File: src/hw/rtl/camrc_pkg.sv
// Package for the camera reply checker: transfer structs, codes and constants.
// Used by camrc_core, camrc_outbuf and camera_reply_checker.
package camrc_pkg;

  // Default reply buffer size in bytes
  localparam int unsigned BUF_BYTES_DEF = 16;

  // Protocol bytes
  localparam logic [7:0] HDR_BROADCAST = 8'h88;
  localparam logic [7:0] TYPE_COMMAND  = 8'h01;
  localparam logic [7:0] TYPE_INQUIRY  = 8'h09;
  localparam logic [7:0] TYPE_ACK      = 8'h40;
  localparam logic [7:0] TYPE_DONE     = 8'h50;
  localparam logic [7:0] TYPE_ERROR    = 8'h60;
  localparam logic [7:0] BYTE_TERM     = 8'hFF;
  localparam logic [7:0] CODE_CANCEL   = 8'h04;
  localparam logic [7:0] TYPE_MASK     = 8'hF0;

  typedef enum logic {
    FUNC_START = 1'b0,
    FUNC_RX    = 1'b1
  } camrc_func_e;

  typedef enum logic [1:0] {
    KIND_BROADCAST = 2'd0,
    KIND_COMMAND   = 2'd1,
    KIND_INQUIRY   = 2'd2
  } camrc_kind_e;

  typedef enum logic [2:0] {
    OUT_ACK        = 3'd0,
    OUT_DONE       = 3'd1,
    OUT_DEVERR     = 3'd2,
    OUT_UNEXPECTED = 3'd3,
    OUT_OVERFLOW   = 3'd4,
    OUT_BADREQ     = 3'd5
  } camrc_outcome_e;

  typedef enum logic [1:0] {
    PH_IDLE = 2'b01,
    PH_WAIT = 2'b10
  } camrc_phase_e;

  typedef struct packed {
    camrc_func_e func;
    logic [7:0]  sent_first;
    logic [7:0]  sent_second;
    logic [7:0]  rx_byte;
  } camrc_in_t;

  typedef struct packed {
    camrc_outcome_e outcome;
    logic [7:0]     reply_type;
    logic [7:0]     err_code;
    logic [4:0]     reply_length;
  } camrc_out_t;

  // Packet type: high nibble, or the whole byte when the high nibble is zero
  function automatic logic [7:0] type_of(input logic [7:0] b);
    logic [7:0] hi;
    hi = b & TYPE_MASK;
    return (hi != 8'h00) ? hi : b;
  endfunction

endpackage

File: src/hw/rtl/camrc_core.sv
// Transaction state and reply judging for the camera reply checker.
// Depends on camrc_pkg.
module camrc_core import camrc_pkg::*; #(
  parameter int unsigned BufBytes = BUF_BYTES_DEF
) (
  input  logic       clk_i,
  input  logic       rst_ni,
  input  logic       accept_i,
  input  camrc_in_t  item_i,
  output logic       res_valid_o,
  output camrc_out_t res_o
);

  localparam int unsigned PosW = $clog2(BufBytes + 2);

  camrc_phase_e   phase_q, phase_d;
  camrc_kind_e    kind_q, kind_d;
  logic [PosW-1:0] pos_q, pos_d;
  logic [7:0]     first_q, first_d;
  logic [7:0]     second_q, second_d;
  logic [7:0]     third_q, third_d;

  logic [PosW-1:0] pos_inc;
  logic [7:0]      reply_t;
  logic [7:0]      sent_t;
  camrc_outcome_e  judge;

  assign pos_inc = pos_q + PosW'(1);
  assign reply_t = type_of(second_q);
  assign sent_t  = type_of(item_i.sent_second);

  // Judge a finished reply against the pending request
  always_comb begin
    if (reply_t == TYPE_ERROR && third_q != CODE_CANCEL) begin
      judge = OUT_DEVERR;
    end else begin
      case (kind_q)
        KIND_BROADCAST: judge = (first_q == HDR_BROADCAST) ? OUT_DONE : OUT_UNEXPECTED;
        KIND_COMMAND: begin
          if (reply_t == TYPE_ACK)       judge = OUT_ACK;
          else if (reply_t == TYPE_DONE) judge = OUT_DONE;
          else                           judge = OUT_UNEXPECTED;
        end
        default: judge = (reply_t == TYPE_DONE) ? OUT_DONE : OUT_UNEXPECTED;
      endcase
    end
  end

  // Next state and result for the accepted transfer
  always_comb begin
    phase_d     = phase_q;
    kind_d      = kind_q;
    pos_d       = pos_q;
    first_d     = first_q;
    second_d    = second_q;
    third_d     = third_q;
    res_valid_o = 1'b0;
    res_o.outcome      = judge;
    res_o.reply_type   = reply_t;
    res_o.err_code     = third_q;
    res_o.reply_length = 5'(pos_inc);

    if (accept_i) begin
      if (item_i.func == FUNC_START) begin
        // Start: clear the reply and classify the request
        pos_d    = '0;
        first_d  = 8'h00;
        second_d = 8'h00;
        third_d  = 8'h00;
        phase_d  = PH_WAIT;
        if (item_i.sent_first == HDR_BROADCAST) begin
          kind_d = KIND_BROADCAST;
        end else if (sent_t == TYPE_COMMAND) begin
          kind_d = KIND_COMMAND;
        end else if (sent_t == TYPE_INQUIRY) begin
          kind_d = KIND_INQUIRY;
        end else begin
          phase_d            = PH_IDLE;
          res_valid_o        = 1'b1;
          res_o.outcome      = OUT_BADREQ;
          res_o.reply_type   = 8'h00;
          res_o.err_code     = 8'h00;
          res_o.reply_length = 5'd0;
        end
      end else if (phase_q == PH_WAIT) begin
        if (item_i.rx_byte != BYTE_TERM) begin
          // Capture the first three bytes, check for overflow
          if (pos_q == PosW'(0)) first_d  = item_i.rx_byte;
          if (pos_q == PosW'(1)) second_d = item_i.rx_byte;
          if (pos_q == PosW'(2)) third_d  = item_i.rx_byte;
          pos_d = pos_inc;
          if (pos_inc > PosW'(BufBytes)) begin
            phase_d       = PH_IDLE;
            res_valid_o   = 1'b1;
            res_o.outcome = OUT_OVERFLOW;
          end
        end else begin
          // Terminator: report; an ack keeps waiting on a fresh reply
          res_valid_o = 1'b1;
          if (judge == OUT_ACK) begin
            pos_d    = '0;
            first_d  = 8'h00;
            second_d = 8'h00;
            third_d  = 8'h00;
          end else begin
            phase_d = PH_IDLE;
          end
        end
      end
    end
  end

  always_ff @(posedge clk_i or negedge rst_ni) begin
    if (!rst_ni) begin
      phase_q  <= PH_IDLE;
      kind_q   <= KIND_BROADCAST;
      pos_q    <= '0;
      first_q  <= 8'h00;
      second_q <= 8'h00;
      third_q  <= 8'h00;
    end else begin
      phase_q  <= phase_d;
      kind_q   <= kind_d;
      pos_q    <= pos_d;
      first_q  <= first_d;
      second_q <= second_d;
      third_q  <= third_d;
    end
  end

endmodule

File: config.mk
export PLATFORM = sky130hd
export DESIGN_NAME = camrc_core
export DESIGN_NICKNAME = d
export VERILOG_FILES = /design/src/hw/rtl/camrc_pkg.sv /design/src/hw/rtl/camrc_core.sv
export SDC_FILE = /design/constraint.sdc
export NUM_CORES = 1
export LEC_CHECK = 0
export ABC_AREA = 1
export BUFFER_PORTS_ARGS = -buffer_cell sky130_fd_sc_hd__buf_2
export CAP_MARGIN = 0
export CORE_UTILIZATION = 53
export CTS_CLUSTER_DIAMETER = 100
export DETAILED_ROUTE_END_ITERATION = 8
export PLACE_DENSITY_LB_ADDON = 0.25
export SYNTH_ARGS = -nofsm -noshare
export SYNTH_HDL_FRONTEND = slang
export SYNTH_SLANG_ARGS = --single-unit
File: constraint.sdc
create_clock -name clk_i -period 1.5 [get_ports clk_i]
set_input_delay 0.3 -clock clk_i [delete_from_list [all_inputs] [get_ports clk_i]]
set_output_delay 0.3 -clock clk_i [all_outputs]
set_load 0.05 [all_outputs]
==> flow_metrics.py, run 1 <==
metrics = {
    "die": {
        "chipWidth_um": 65.0,
        "i_o_pin_count": 53,
        "die_height_um": 65.0,
        "total_number_of_placement_rows": 22,
        "initial_utilization": 0.561,
    },
    "synth": {
        "ys_top_cells_by_count": "nand2_1 (110), inv_1 (55), nand3_1 (38)",
        "post_synth_main_area_contributors": "dfrtp_1 (38%), nand2_1 (20%), inv_1 (9.8%)",
        "yosys_warnings": 0,
        "synth-seq-cells": 33,
        "async_flop_share": 1.00,
        "synthesis.nets": 354,
        "yosysTopAreaCellShare": 0.381,
        "synth_cell_types": 23,
        "yosys.area.top_type": "dfrtp_1",
        "postSynth.topFlopCell": "dfrtp_1",
        "synth_most_common_cell": "nand2_1",
        "synth.avg_cell_area_um2": 6.53,
        "netlist_area_um2": 2100,
        "synth_cells": 322,
        "synth_sequential_area_ratio": 0.393,
        "post_synth_edffs": 0,
    },
    "place": {
        "dp_worst_setup_slack_ps": -295,
        "place.gp.congestion": 0.872,
        "placedInstanceArea_um2": 2940,
        "hpwlAfterDp_mm": 4.48,
        "i_o_buffers": 52,
    },
    "outcome": {
        "stop_stage": "4_1_cts",
        "outcome": "stopped before the end",
        "firstError": "[ERROR DPL-0038] Utilization greater than 100%, impossible to legalize",
    },
    "cts": {
        "postCtsSetupBuffers": 12,
        "htree_num_levels": 2,
        "cts-root-buf": "clkbuf_8",
        "post_cts.resized_instances": 197,
        "clock_sinks": 33,
        "postCtsHoldBufs": 1,
        "cts_max_path_buffers": 2,
        "cts_buffers": 5,
    },
}
## per-stage QoR
step | setup TNS [ps] | cells
detailed placement | -8610 | 468
global placement | -6100 | 468
floorplan | -562 | 322
## cells by family after synthesis
group | synth area share
AND/OR/NAND/NOR | 0.410
flip-flops | 0.393
buffers and inverters | 0.121
adder cells (fa/ha/maj) | 0.0238
AO/OA/AOI/OAI | 0.0518
==> run 2, diff against run 1 <==
--- a/config.mk
+++ b/config.mk
@@ -8,10 +8,9 @@
 export ABC_AREA = 1
 export BUFFER_PORTS_ARGS = -buffer_cell sky130_fd_sc_hd__buf_2
 export CAP_MARGIN = 0
-export CORE_UTILIZATION = 53
-export CTS_CLUSTER_DIAMETER = 100
+export CORE_UTILIZATION = 40
 export DETAILED_ROUTE_END_ITERATION = 8
-export PLACE_DENSITY_LB_ADDON = 0.25
+export PLACE_DENSITY_LB_ADDON = 0.15
 export SYNTH_ARGS = -nofsm -noshare
 export SYNTH_HDL_FRONTEND = slang
 export SYNTH_SLANG_ARGS = --single-unit
==> run 2 against run 1 <==
The flow now finishes, with violations (setup timing). Area after synthesis unchanged. Synthesized cell count did not move.
==> flow_metrics.py, run 2 <==
metrics = {
    "layout": {
        "post_route_cells_drive_above_1_share": 0.563,
        "nNetsFinal": 461,
        "fill_cells": 352,
        "area_delta_synth_final_pct": 86.8,
        "commonest_cells_after_routing_fill_and_taps_aside": "nand2_1 (68), buf_4 (37), dfrtp_1 (32), nor2_1 (28)",
        "mostFrequentLayoutCell": "nand2_1",
        "final-seq-area_um2": 827,
        "final_core_utilization": 0.774,
        "multiInputGateArea_um2": 1510,
        "finalNonFillerCells": 500,
        "antenna-diode-count": 0,
        "reg.largest.list": "first_q (8), second_q (8), third_q (8)",
    },
    "cts": {
        "worstSkewPairLatency_ps": 290,
        "cts-root-buf": "clkbuf_8",
        "cts_max_path_buffers": 2,
        "cts_buffers": 5,
        "clock_sinks": 33,
        "tritoncts": "yes",
        "clock_pin_slew_on_the_worst_setup_and_hold_paths_ps": 70,
        "htree_num_levels": 2,
    },
    "detailed_routing": {
        "dr.pass1.iters": 5,
        "detailroute.via_count": 2473,
        "detail-route-antenna-nets": 0,
        "drt_drc_violations_left": 0,
        "wl_per_cell_um": 14.4,
        "initial_detailed_routing_violation_count": 215,
        "vias_per_cell": 4.95,
        "detail_route.wirelength_mm": 7.20,
    },
    "synth": {
        "synth_most_common_cell": "nand2_1",
        "ys_top_cells_by_count": "nand2_1 (110), inv_1 (55), nand3_1 (38)",
        "synth_cell_types": 23,
        "yosys.area.top_type": "dfrtp_1",
        "synthesis.nets": 354,
        "async_flop_share": 1.00,
        "synth_sequential_area_ratio": 0.393,
        "post_synth_edffs": 0,
        "post_synth_main_area_contributors": "dfrtp_1 (38%), nand2_1 (20%), inv_1 (9.8%)",
        "yosys_warnings": 0,
        "postSynth.topFlopCell": "dfrtp_1",
        "netlist_area_um2": 2100,
        "yosysTopAreaCellShare": 0.381,
        "synth-seq-cells": 33,
        "synth_cells": 322,
        "synth.avg_cell_area_um2": 6.53,
    },
    "die": {
        "design.core.area_um2": 5070,
        "fp.dieArea_um2": 5550,
        "i_o_pin_count": 53,
        "die_height_um": 74.5,
        "total_number_of_placement_rows": 26,
        "chipWidth_um": 74.5,
        "initial_utilization": 0.414,
    },
    "place": {
        "numPlacedInstances": 481,
        "place.gp.congestion": 0.821,
        "hpwlAfterDp_mm": 4.14,
        "i_o_buffers": 52,
    },
    "outcome": {
        "failing_checks": "setup timing",
        "outcome": "finished with violations",
    },
    "timing": {
        "max-slew-margin-rel": 0.706,
        "clock_skew_ps": 3.89,
        "fin_ws_ps": -438,
        "finalCritPeriodShare": 1.29,
        "worst_pin_slew_ps": 440,
        "fmax_mhz": 516,
        "final-setup-viol-count": 51,
        "final_hold_viol_count": 0,
        "setup_repair_after_global_routing_missed_its_margin": "yes",
        "slew_viol_final": 0,
        "period_needed_ps": 1940,
    },
    "worst_setup_path": {
        "critical_path.max_fanout": 3,
        "r2r-start": "phase_q[0]",
        "critical-path-top-cell-by-count": "nand2_2",
        "cp_slowest_cell": "dfrtp_1",
        "reg2reg_depth": 9,
        "timing.critical_path.to_type": "output port",
        "worst-setup-path-type": "register to output port",
        "critPathMaxStageDelay_ps": 360,
        "worst-endpoint-arrival_ps": 1640,
        "worstPathRequired_ps": 1200,
        "crit_path_start_kind": "register",
        "reg2reg_setup_slack_ps": -100,
        "crit-reg2reg-capture": "third_q[7]",
        "critical_path.cell_chain": "ha_2 -> nand2_2 -> inv_2 -> nand3_2 -> nand2_4 -> nand2_2 -> nand2_2 -> nand2_2 -> nor2_4 -> buf_6",
    },
    "min_path": {
        "min-delay-start": "item_i[11]",
        "hold_path_class": "input port to register",
        "hold_path_depth": 4,
        "min_to": "kind_q[0]",
    },
    "global_route": {
        "grt_overflow_total": 0,
        "antenna_found_initial": 0,
        "first_global_vias": 2112,
        "gr-usage-all-layers": 0.236,
        "wire_length_of_the_first_global_routing_pass_mm": 9.72,
        "grt_max_degree": 34,
    },
    "pwr": {
        "pwr_density_cell_nw_per_um2": 966,
        "cellLeakagePower_nw": 1.95,
        "max-vdd-ir-drop_uv": 718,
    },
    "run": {
        "max-cap-violations": 0,
    },
}
-- run 2: cell counts after synthesis --
Identical to the previous run, type by type.
-- run 2: worst max-delay path, delay by kind of cell, from the launching register on --
family        cells  cell delay [ps]
buf+inv           2              250
fa+ha+maj         1              190
flops             1              360
simple gates      7              550
-- run 2: how the worst max path moves through the flow --
stage,endpoint,from,slack [ps],cells past startpoint
after CTS,res_valid_o,pos_q[0],-430,10
after global routing,res_o[21],phase_q[1],-530,8
after detailed placement,res_o[21],item_i[7],-320,8
after floorplan,res_o[22],pos_q[0],-170,7
after global placement,res_o[21],item_i[7],-330,8
final,res_valid_o,pos_q[0],-440,10
-- run 2: report_power, final --
part	total, mW	internal [mW]	switching, mW
combinational	1.77	0.770	0.998
sequential	1.14	1.03	0.103
clock	0.889	0.542	0.348
-- run 2: layer usage --
layer	track usage	part of all wire	routed length, µm	vias to the layer above
li1	-	-	-	1207
met1	0.316	0.38	2740	1170
met2	0.391	0.54	3900	81
met3	0.0325	0.050	359	15
met4	0.0818	0.028	204	0
met5	0	0	0	-
-- run 2: cell families (layout without fill, tap and decap cells) --
| logic type | after synthesis | in the layout | synth area share |
|---|---|---|---|
| compound gates | 17 | 17 | 0.0518 |
| fa+ha+maj | 4 | 4 | 0.0238 |
| buf+inv | 65 | 173 | 0.121 |
| flops | 33 | 33 | 0.393 |
| simple gates | 203 | 203 | 0.410 |
-- run 2: timing repair --
| item | CTS | global route |
|---|---|---|
| gates cloned | 3 | 1 |
| hold endpoints to repair | 32 | 0 |
| buffers inserted | 3 | 5 |
| resized for setup | 96 | 125 |
| endpoints found under the setup margin | 54 | 56 |
| pin swaps | 17 | 44 |
| hold buffers | 1 | 0 |
-- run 2: cell type report --
| class | instances | area share |
|---|---|---|
| multi-input combinational | 224 | 0.384 |
| timing repair buffer | 106 | 0.282 |
| sequential | 33 | 0.211 |
| inverter | 59 | 0.0711 |
| tap | 70 | 0.0223 |
| clock buffer | 7 | 0.0220 |
| clock inverter | 1 | 0.00765 |
-- run 2: metrics by stage --
stage	cell area (µm²)	TNS [ps]	setup slack [ps]	power (mW)	hold WS (ps)
4_1_cts	3390	-5430	-434	3.45	369
5_1_grt	3930	-10370	-527	3.97	411
2_1_floorplan	2240	-562	-170	1.91	4.41
3_5_place_dp	2890	-6280	-324	2.33	273
3_3_place_gp	2890	-5590	-325	2.31	274
6_report	3930	-6750	-438	3.79	370
No activity file was read; power rests on OpenSTA's default activity.
==> run 3, diff against run 2 <==
--- a/config.mk
+++ b/config.mk
@@ -11,6 +11,8 @@
 export CORE_UTILIZATION = 40
 export DETAILED_ROUTE_END_ITERATION = 8
 export PLACE_DENSITY_LB_ADDON = 0.15
+export RECOVER_POWER = 50
+export REMOVE_ABC_BUFFERS = 1
 export SYNTH_ARGS = -nofsm -noshare
 export SYNTH_HDL_FRONTEND = slang
 export SYNTH_SLANG_ARGS = --single-unit
==> run 3 against run 2 <==
The flow still finishes with violations (setup timing). Clock skew rose by 1.5 ps. Combinational power decreased by 2%. Sequential share of layout area rose by 0.38 points. Critical path depth decreased by 2. Core utilization is 1.4 points lower. Sequential power is essentially flat. Hold slack got worse by 170 ps.
==> flow_metrics.py, run 3 (synthesized netlist as in run 2, its figures left out) <==
metrics = {
    "worst_setup_path": {
        "timing.critical_path.to_type": "output port",
        "worst-endpoint-arrival_ps": 1650,
        "crit-reg2reg-capture": "first_q[4]",
        "worstPathRequired_ps": 1200,
        "worst-setup-path-type": "register to output port",
        "crit_path_start_kind": "register",
        "reg2reg_setup_slack_ps": -130,
        "critical_path.max_fanout": 3,
        "r2r-start": "second_q[4]",
        "reg2reg_depth": 8,
        "setup.worst_path.start": "pos_q[0]",
    },
    "cts": {
        "htree_num_levels": 2,
        "cts_buffers": 5,
        "clock_pin_slew_on_the_worst_setup_and_hold_paths_ps": 70,
        "worstSkewPairLatency_ps": 280,
        "cts-root-buf": "clkbuf_8",
        "cts_max_path_buffers": 2,
        "tritoncts": "yes",
        "clock_sinks": 33,
        "postCtsHoldBufs": 0,
    },
    "detailed_routing": {
        "detailroute.via_count": 2446,
        "initial_detailed_routing_violation_count": 93,
        "detail-route-antenna-nets": 0,
        "detail_route.wirelength_mm": 6.57,
        "wl_per_cell_um": 12.9,
        "drt_drc_violations_left": 0,
        "dr.pass1.iters": 4,
        "vias_per_cell": 4.80,
    },
    "layout": {
        "reg.largest.list": "first_q (8), second_q (8), third_q (8)",
        "post_route_cells_drive_above_1_share": 0.573,
        "final-seq-area_um2": 827,
        "area_delta_synth_final_pct": 83.5,
        "mostFrequentLayoutCell": "nand2_1",
        "multiInputGateArea_um2": 1530,
        "commonest_cells_after_routing_fill_and_taps_aside": "nand2_1 (65), buf_4 (46), dfrtp_1 (32), inv_1 (29), nor2_1 (28)",
        "fill_cells": 376,
        "antenna-diode-count": 0,
        "nNetsFinal": 471,
    },
    "timing": {
        "final_hold_viol_count": 0,
        "timing.hold.ws_ps": 196,
        "clock_skew_ps": 5.39,
        "period_needed_ps": 1950,
        "final-setup-viol-count": 50,
        "setup_repair_after_global_routing_missed_its_margin": "yes",
        "fmax_mhz": 512,
        "finalCritPeriodShare": 1.30,
        "slew_viol_final": 0,
        "worst_pin_slew_ps": 839,
        "fin_ws_ps": -454,
        "max-slew-margin-rel": 0.441,
    },
    "pwr": {
        "pwr_density_cell_nw_per_um2": 908,
        "power_mw": 3.50,
        "max-vdd-ir-drop_uv": 783,
        "cellLeakagePower_nw": 2.07,
    },
    "die": {
        "i_o_pin_count": 53,
        "design.core.area_um2": 5070,
        "chipWidth_um": 74.5,
        "total_number_of_placement_rows": 26,
        "initial_utilization": 0.414,
        "fp.dieArea_um2": 5550,
        "die_height_um": 74.5,
    },
    "place": {
        "hpwlAfterDp_mm": 4.16,
        "dp_worst_setup_slack_ps": -279,
        "i_o_buffers": 52,
        "place.gp.congestion": 0.828,
    },
    "outcome": {
        "outcome": "finished with violations",
        "failing_checks": "setup timing",
    },
    "global_route": {
        "grt_overflow_total": 0,
        "antenna_found_initial": 0,
        "wire_length_of_the_first_global_routing_pass_mm": 10.2,
        "gr-usage-all-layers": 0.245,
        "grt_max_degree": 34,
        "first_global_vias": 2314,
    },
    "run": {
        "max-cap-violations": 0,
    },
    "min_path": {
        "hold_path_class": "input port to async pin",
    },
}
run 3: cell count changes in the layout (fill, tap and decap cells not counted), sizes merged:
cell,previous run,this run
bufinv,1,0
dlygate4sd3,1,0
clkinv,0,2
buf,104,114
clkinvlp,14,0
inv,45,59
run 3: per-stage QoR:
stage,cells,setup TNS (ps),cell area (µm²),utilization
5_1_grt,510,-10920,3860,0.760
6_report,510,-6800,3860,0.760
3_5_place_dp,489,-6910,2820,0.556
3_3_place_gp,489,-6370,2820,0.556
2_1_floorplan,316,-11040,2070,-
4_1_cts,508,-7700,3680,0.725
run 3: repair_timing:
item | 4_1_cts | 5_1_grt
buffers inserted | 9 | 5
cloned | 2 | 0
setup endpoints to repair | 54 | 56
gates resized for setup | 193 | 57
pin swaps | 29 | 28
run 3: final cells by class:
type	count	area share
multi-input combinational	224	0.397
timing repair buffer	116	0.285
sequential	33	0.214
inverter	59	0.0594
tap	70	0.0227
clock buffer	6	0.0188
clock inverter	2	0.00260
run 3: metal layers:
layer	routed length (µm)	track usage
met1	2840	0.308
met2	3470	0.437
met3	174	0.0379
met4	81	0.0587
met5	0	0
run 3: worst max-delay path by stage:
stage,endpoint,slack (ps),cells after the start
2_1_floorplan,res_o[22],-610,8
3_3_place_gp,res_o[22],-260,9
3_5_place_dp,res_o[22],-280,9
4_1_cts,res_o[22],-400,9
5_1_grt,res_o[22],-510,8
6_report,res_o[22],-450,8
run 3: report_power, final:
| part | switching [mW] | internal [mW] | total, mW |
|---|---|---|---|
| Combinational | 0.978 | 0.754 | 1.73 |
| Sequential | 0.101 | 1.03 | 1.13 |
| Clock | 0.315 | 0.321 | 0.636 |
run 3: worst max-delay path, stage by stage, from the launching register on:
cell,delay (ps)
dfrtp_1,360
ha_2,210
nand2_4,80
o21ai_4,170
nand2_4,80
nand3_4,100
nand2_2,60
a21oi_2,150
buf_6,180
==> run 4, diff against run 3 <==
--- a/config.mk
+++ b/config.mk
@@ -5,7 +5,7 @@
 export SDC_FILE = /design/constraint.sdc
 export NUM_CORES = 1
 export LEC_CHECK = 0
-export ABC_AREA = 1
+export ABC_AREA = 0
 export BUFFER_PORTS_ARGS = -buffer_cell sky130_fd_sc_hd__buf_2
 export CAP_MARGIN = 0
 export CORE_UTILIZATION = 40
==> run 4 against run 3 <==
Synthesized cell count fell by 42%. Largest cell class unchanged. Global-route usage rose by 1.1 points. Sequential power rose by 15%. Non-clock buffer count rose by 11. Clock power rose by 29%. Via count fell by 18%. Die area fell by 8.1%. Worst setup slack got worse by 250 ps. Critical path depth fell by 1. First-iteration DRC count fell by 17%. Sequential share of layout area rose by 2.7 points. The run ends with DRC, setup timing left. Critical endpoint is now res_o[14]. Combinational power rose by 41%. Largest power group unchanged.
==> flow_metrics.py, run 4 <==
metrics = {
    "outcome": {
        "outcome": "finished with violations",
        "failing_checks": "DRC, setup timing",
    },
    "cts": {
        "worstSkewPairLatency_ps": 290,
        "tritoncts": "yes",
        "cts_max_path_buffers": 2,
        "cts-root-buf": "clkbuf_8",
        "htree_num_levels": 2,
        "cts_buffers": 5,
        "clock_pin_slew_on_the_worst_setup_and_hold_paths_ps": 70,
        "clock_sinks": 33,
    },
    "synth": {
        "netlist_area_um2": 1930,
        "yosys_warnings": 0,
        "postSynth.topFlopCell": "dfrtp_1",
        "complex_gate_fraction_of_the_synthesized_area": 0.255,
        "synth_most_common_cell": "dfrtp_1",
        "yosysTopAreaCellShare": 0.416,
        "combinational_family_with_the_most_area_after_synthesis": "compound AO/OA/AOI/OAI gates",
        "yosys.area.top_type": "dfrtp_1",
        "synth_mux_area_frac": 0.0156,
        "async_flop_share": 1.00,
        "xor_xnor_share_of_the_synthesized_area": 0.0136,
        "synth_cells": 188,
        "synth.avg_cell_area_um2": 10.2,
        "post_synth_main_area_contributors": "dfrtp_1 (42%), o2bb2ai_1 (12%), and2_1 (5.8%)",
        "synth_fa_ha_area_frac": 0.0260,
        "synth_sequential_area_ratio": 0.429,
        "post_synth_edffs": 0,
        "synth_simple_gate_area_share": 0.236,
        "synth-seq-cells": 33,
        "ys_top_cells_by_count": "dfrtp_1 (32), o2bb2ai_1 (26), and2_1 (18)",
        "synth_cell_types": 49,
    },
    "detailed_routing": {
        "drt_drc_violations_left": 6,
        "detail-route-antenna-nets": 0,
        "detailroute.via_count": 2007,
        "wl_per_cell_um": 17.0,
        "detail_route.wirelength_mm": 6.29,
        "vias_per_cell": 5.41,
        "initial_detailed_routing_violation_count": 77,
        "dr.pass1.iters": 7,
    },
    "timing": {
        "final-setup-viol-count": 53,
        "finalCritPeriodShare": 1.47,
        "setup_repair_after_global_routing_missed_its_margin": "yes",
        "timing.hold.ws_ps": 198,
        "max-slew-margin-rel": 0.376,
        "final_hold_viol_count": 0,
        "fin_ws_ps": -701,
        "slew_viol_final": 0,
        "fmax_mhz": 454,
        "worst_pin_slew_ps": 936,
        "setup-tns-final_ps": -20730,
        "clock_skew_ps": 6.37,
        "period_needed_ps": 2200,
    },
    "worst_setup_path": {
        "worst_path_dominant_cell_family": "simple AND/OR/NAND/NOR gates",
        "worst-setup-path-type": "input port to output port",
        "critPathMaxStageDelay_ps": 540,
        "critical_path.max_fanout": 4,
        "crit-reg2reg-capture": "phase_q[0]",
        "instance_count_on_the_critical_path": 7,
        "critical_path.cell_chain": "buf_6 -> or4b_4 -> nor4_4 -> buf_4 -> o31a_1 -> and2_1 -> buf_6",
        "reg2reg_setup_slack_ps": -240,
        "cp-endpoint": "res_o[14]",
        "worst-endpoint-arrival_ps": 1900,
        "r2r-start": "pos_q[0]",
        "critical-path-top-cell-by-count": "buf_6",
        "crit_path_start_kind": "input port",
        "reg2reg_depth": 7,
        "cp_slowest_cell": "or4b_4",
        "worstPathRequired_ps": 1200,
        "timing.critical_path.buf_inv": 3,
        "timing.critical_path.to_type": "output port",
        "setup.worst_path.start": "item_i[14]",
    },
    "layout": {
        "mostFrequentLayoutCell": "buf_4",
        "nNetsFinal": 351,
        "area_delta_synth_final_pct": 77.9,
        "post_route_cells_drive_above_1_share": 0.618,
        "commonest_cells_after_routing_fill_and_taps_aside": "buf_4 (79), dfrtp_1 (31), buf_2 (24), o2bb2ai_2 (19), buf_6 (17)",
        "antenna-diode-count": 0,
        "reg.largest.list": "first_q (8), second_q (8), third_q (8)",
    },
    "die": {
        "i_o_pin_count": 53,
        "chipWidth_um": 71.4,
        "initial_utilization": 0.428,
        "total_number_of_placement_rows": 24,
        "fp.dieArea_um2": 5100,
        "die_height_um": 71.4,
        "design.core.area_um2": 4500,
    },
    "place": {
        "place.gp.congestion": 0.824,
        "hpwlAfterDp_mm": 4.13,
        "dp_worst_setup_slack_ps": -839,
        "i_o_buffers": 52,
    },
    "pwr": {
        "combinationalPowerShare": 0.535,
        "cellLeakagePower_nw": 1.55,
        "max-vdd-ir-drop_uv": 839,
        "power.sequential.fraction": 0.286,
        "netSwitchingPower_mw": 1.82,
        "cell_internal_pwr_mw": 2.73,
        "clock_power_share": 0.180,
        "pwr_density_cell_nw_per_um2": 1330,
        "sw_frac_of_total": 0.400,
    },
    "min_path": {
        "hold_path_class": "input port to register",
    },
    "global_route": {
        "grt_overflow_total": 0,
        "first_global_vias": 2007,
        "gr-usage-all-layers": 0.256,
        "antenna_found_initial": 0,
        "grt_max_degree": 20,
        "wire_length_of_the_first_global_routing_pass_mm": 9.82,
    },
    "run": {
        "max-cap-violations": 0,
    },
}
run 4: changes by cell type after synthesis, sizes merged, moves of 4 or more:
cell / change
a211oi: +5
nor4b: +4
inv: -50
and2: +17
nor2: -27
nand2: -101
nand3: -37
o21ai: -4
o2bb2ai: +26
nand2b: +5
run 4: per-layer routing:
| metal | vias up | wire length, µm | part of all wire | track usage |
|---|---|---|---|---|
| li1 | 973 | - | - | - |
| met1 | 979 | 2890 | 0.46 | 0.346 |
| met2 | 47 | 3080 | 0.49 | 0.415 |
| met3 | 8 | 237 | 0.038 | 0.0520 |
| met4 | 0 | 85 | 0.014 | 0.0800 |
| met5 | - | 0 | 0 | 0 |
run 4: area by class of cell:
type                       count  area, µm²
inverter                       9       33.8
multi-input combinational    143       1400
clock buffer                   5       68.8
tap                           52       65.1
fill                         307       1080
sequential                    33        828
clock inverter                 2       35.0
timing repair buffer         127        998
run 4: worst reg2reg max path, cell delays in order (launching register included):
cell and delay, ps:
dfrtp_1 410, ha_2 220, and3_4 160, a211oi_2 180, buf_4 180, buf_6 100
mux2i_2 60, o311a_1 370
run 4: power by group through the flow:
stage          sequential (mW)  clock [mW]  combinational, mW
2_1_floorplan             1.26           0               1.08
3_3_place_gp              1.26           0               1.79
3_5_place_dp              1.27           0               1.82
4_1_cts                   1.28       0.825               2.25
5_1_grt                   1.33       0.858               2.58
6_report                  1.30       0.818               2.44
run 4: what timing repair did:
action / CTS / global route
setup buffers: 10 / 4
resized for setup: 91 / 32
endpoints found under the hold margin: 13 / 0
endpoints found under the setup margin: 56 / 58
hold buffers: 1 / 0
pin swaps: 28 / 26
run 4: cell families after synthesis:
group           count (synthesis)
compound gates                 59
buf+inv                        12
fa+ha+maj                       4
flops                          33
simple gates                   74
xor+xnor                        3
mux                             3
run 4: stage by stage:
stage | cell area, µm² | instances | power, mW | utilization
after floorplan | 1910 | 185 | 2.34 | -
after global placement | 2740 | 353 | 3.05 | 0.609
after detailed placement | 2740 | 353 | 3.09 | 0.609
after CTS | 3300 | 370 | 4.36 | 0.733
after global routing | 3430 | 371 | 4.77 | 0.761
final | 3430 | 371 | 4.55 | 0.761
run 4: worst min-delay path by stage:
stage	startpoint	to	depth (start not counted)
final	item_i[11]	kind_q[0]	2
after global routing	item_i[11]	kind_q[0]	2
after detailed placement	rst_ni	third_q[7]	1
after floorplan	rst_ni	first_q[0]	0
after global placement	rst_ni	third_q[7]	1
after CTS	item_i[11]	kind_q[0]	2
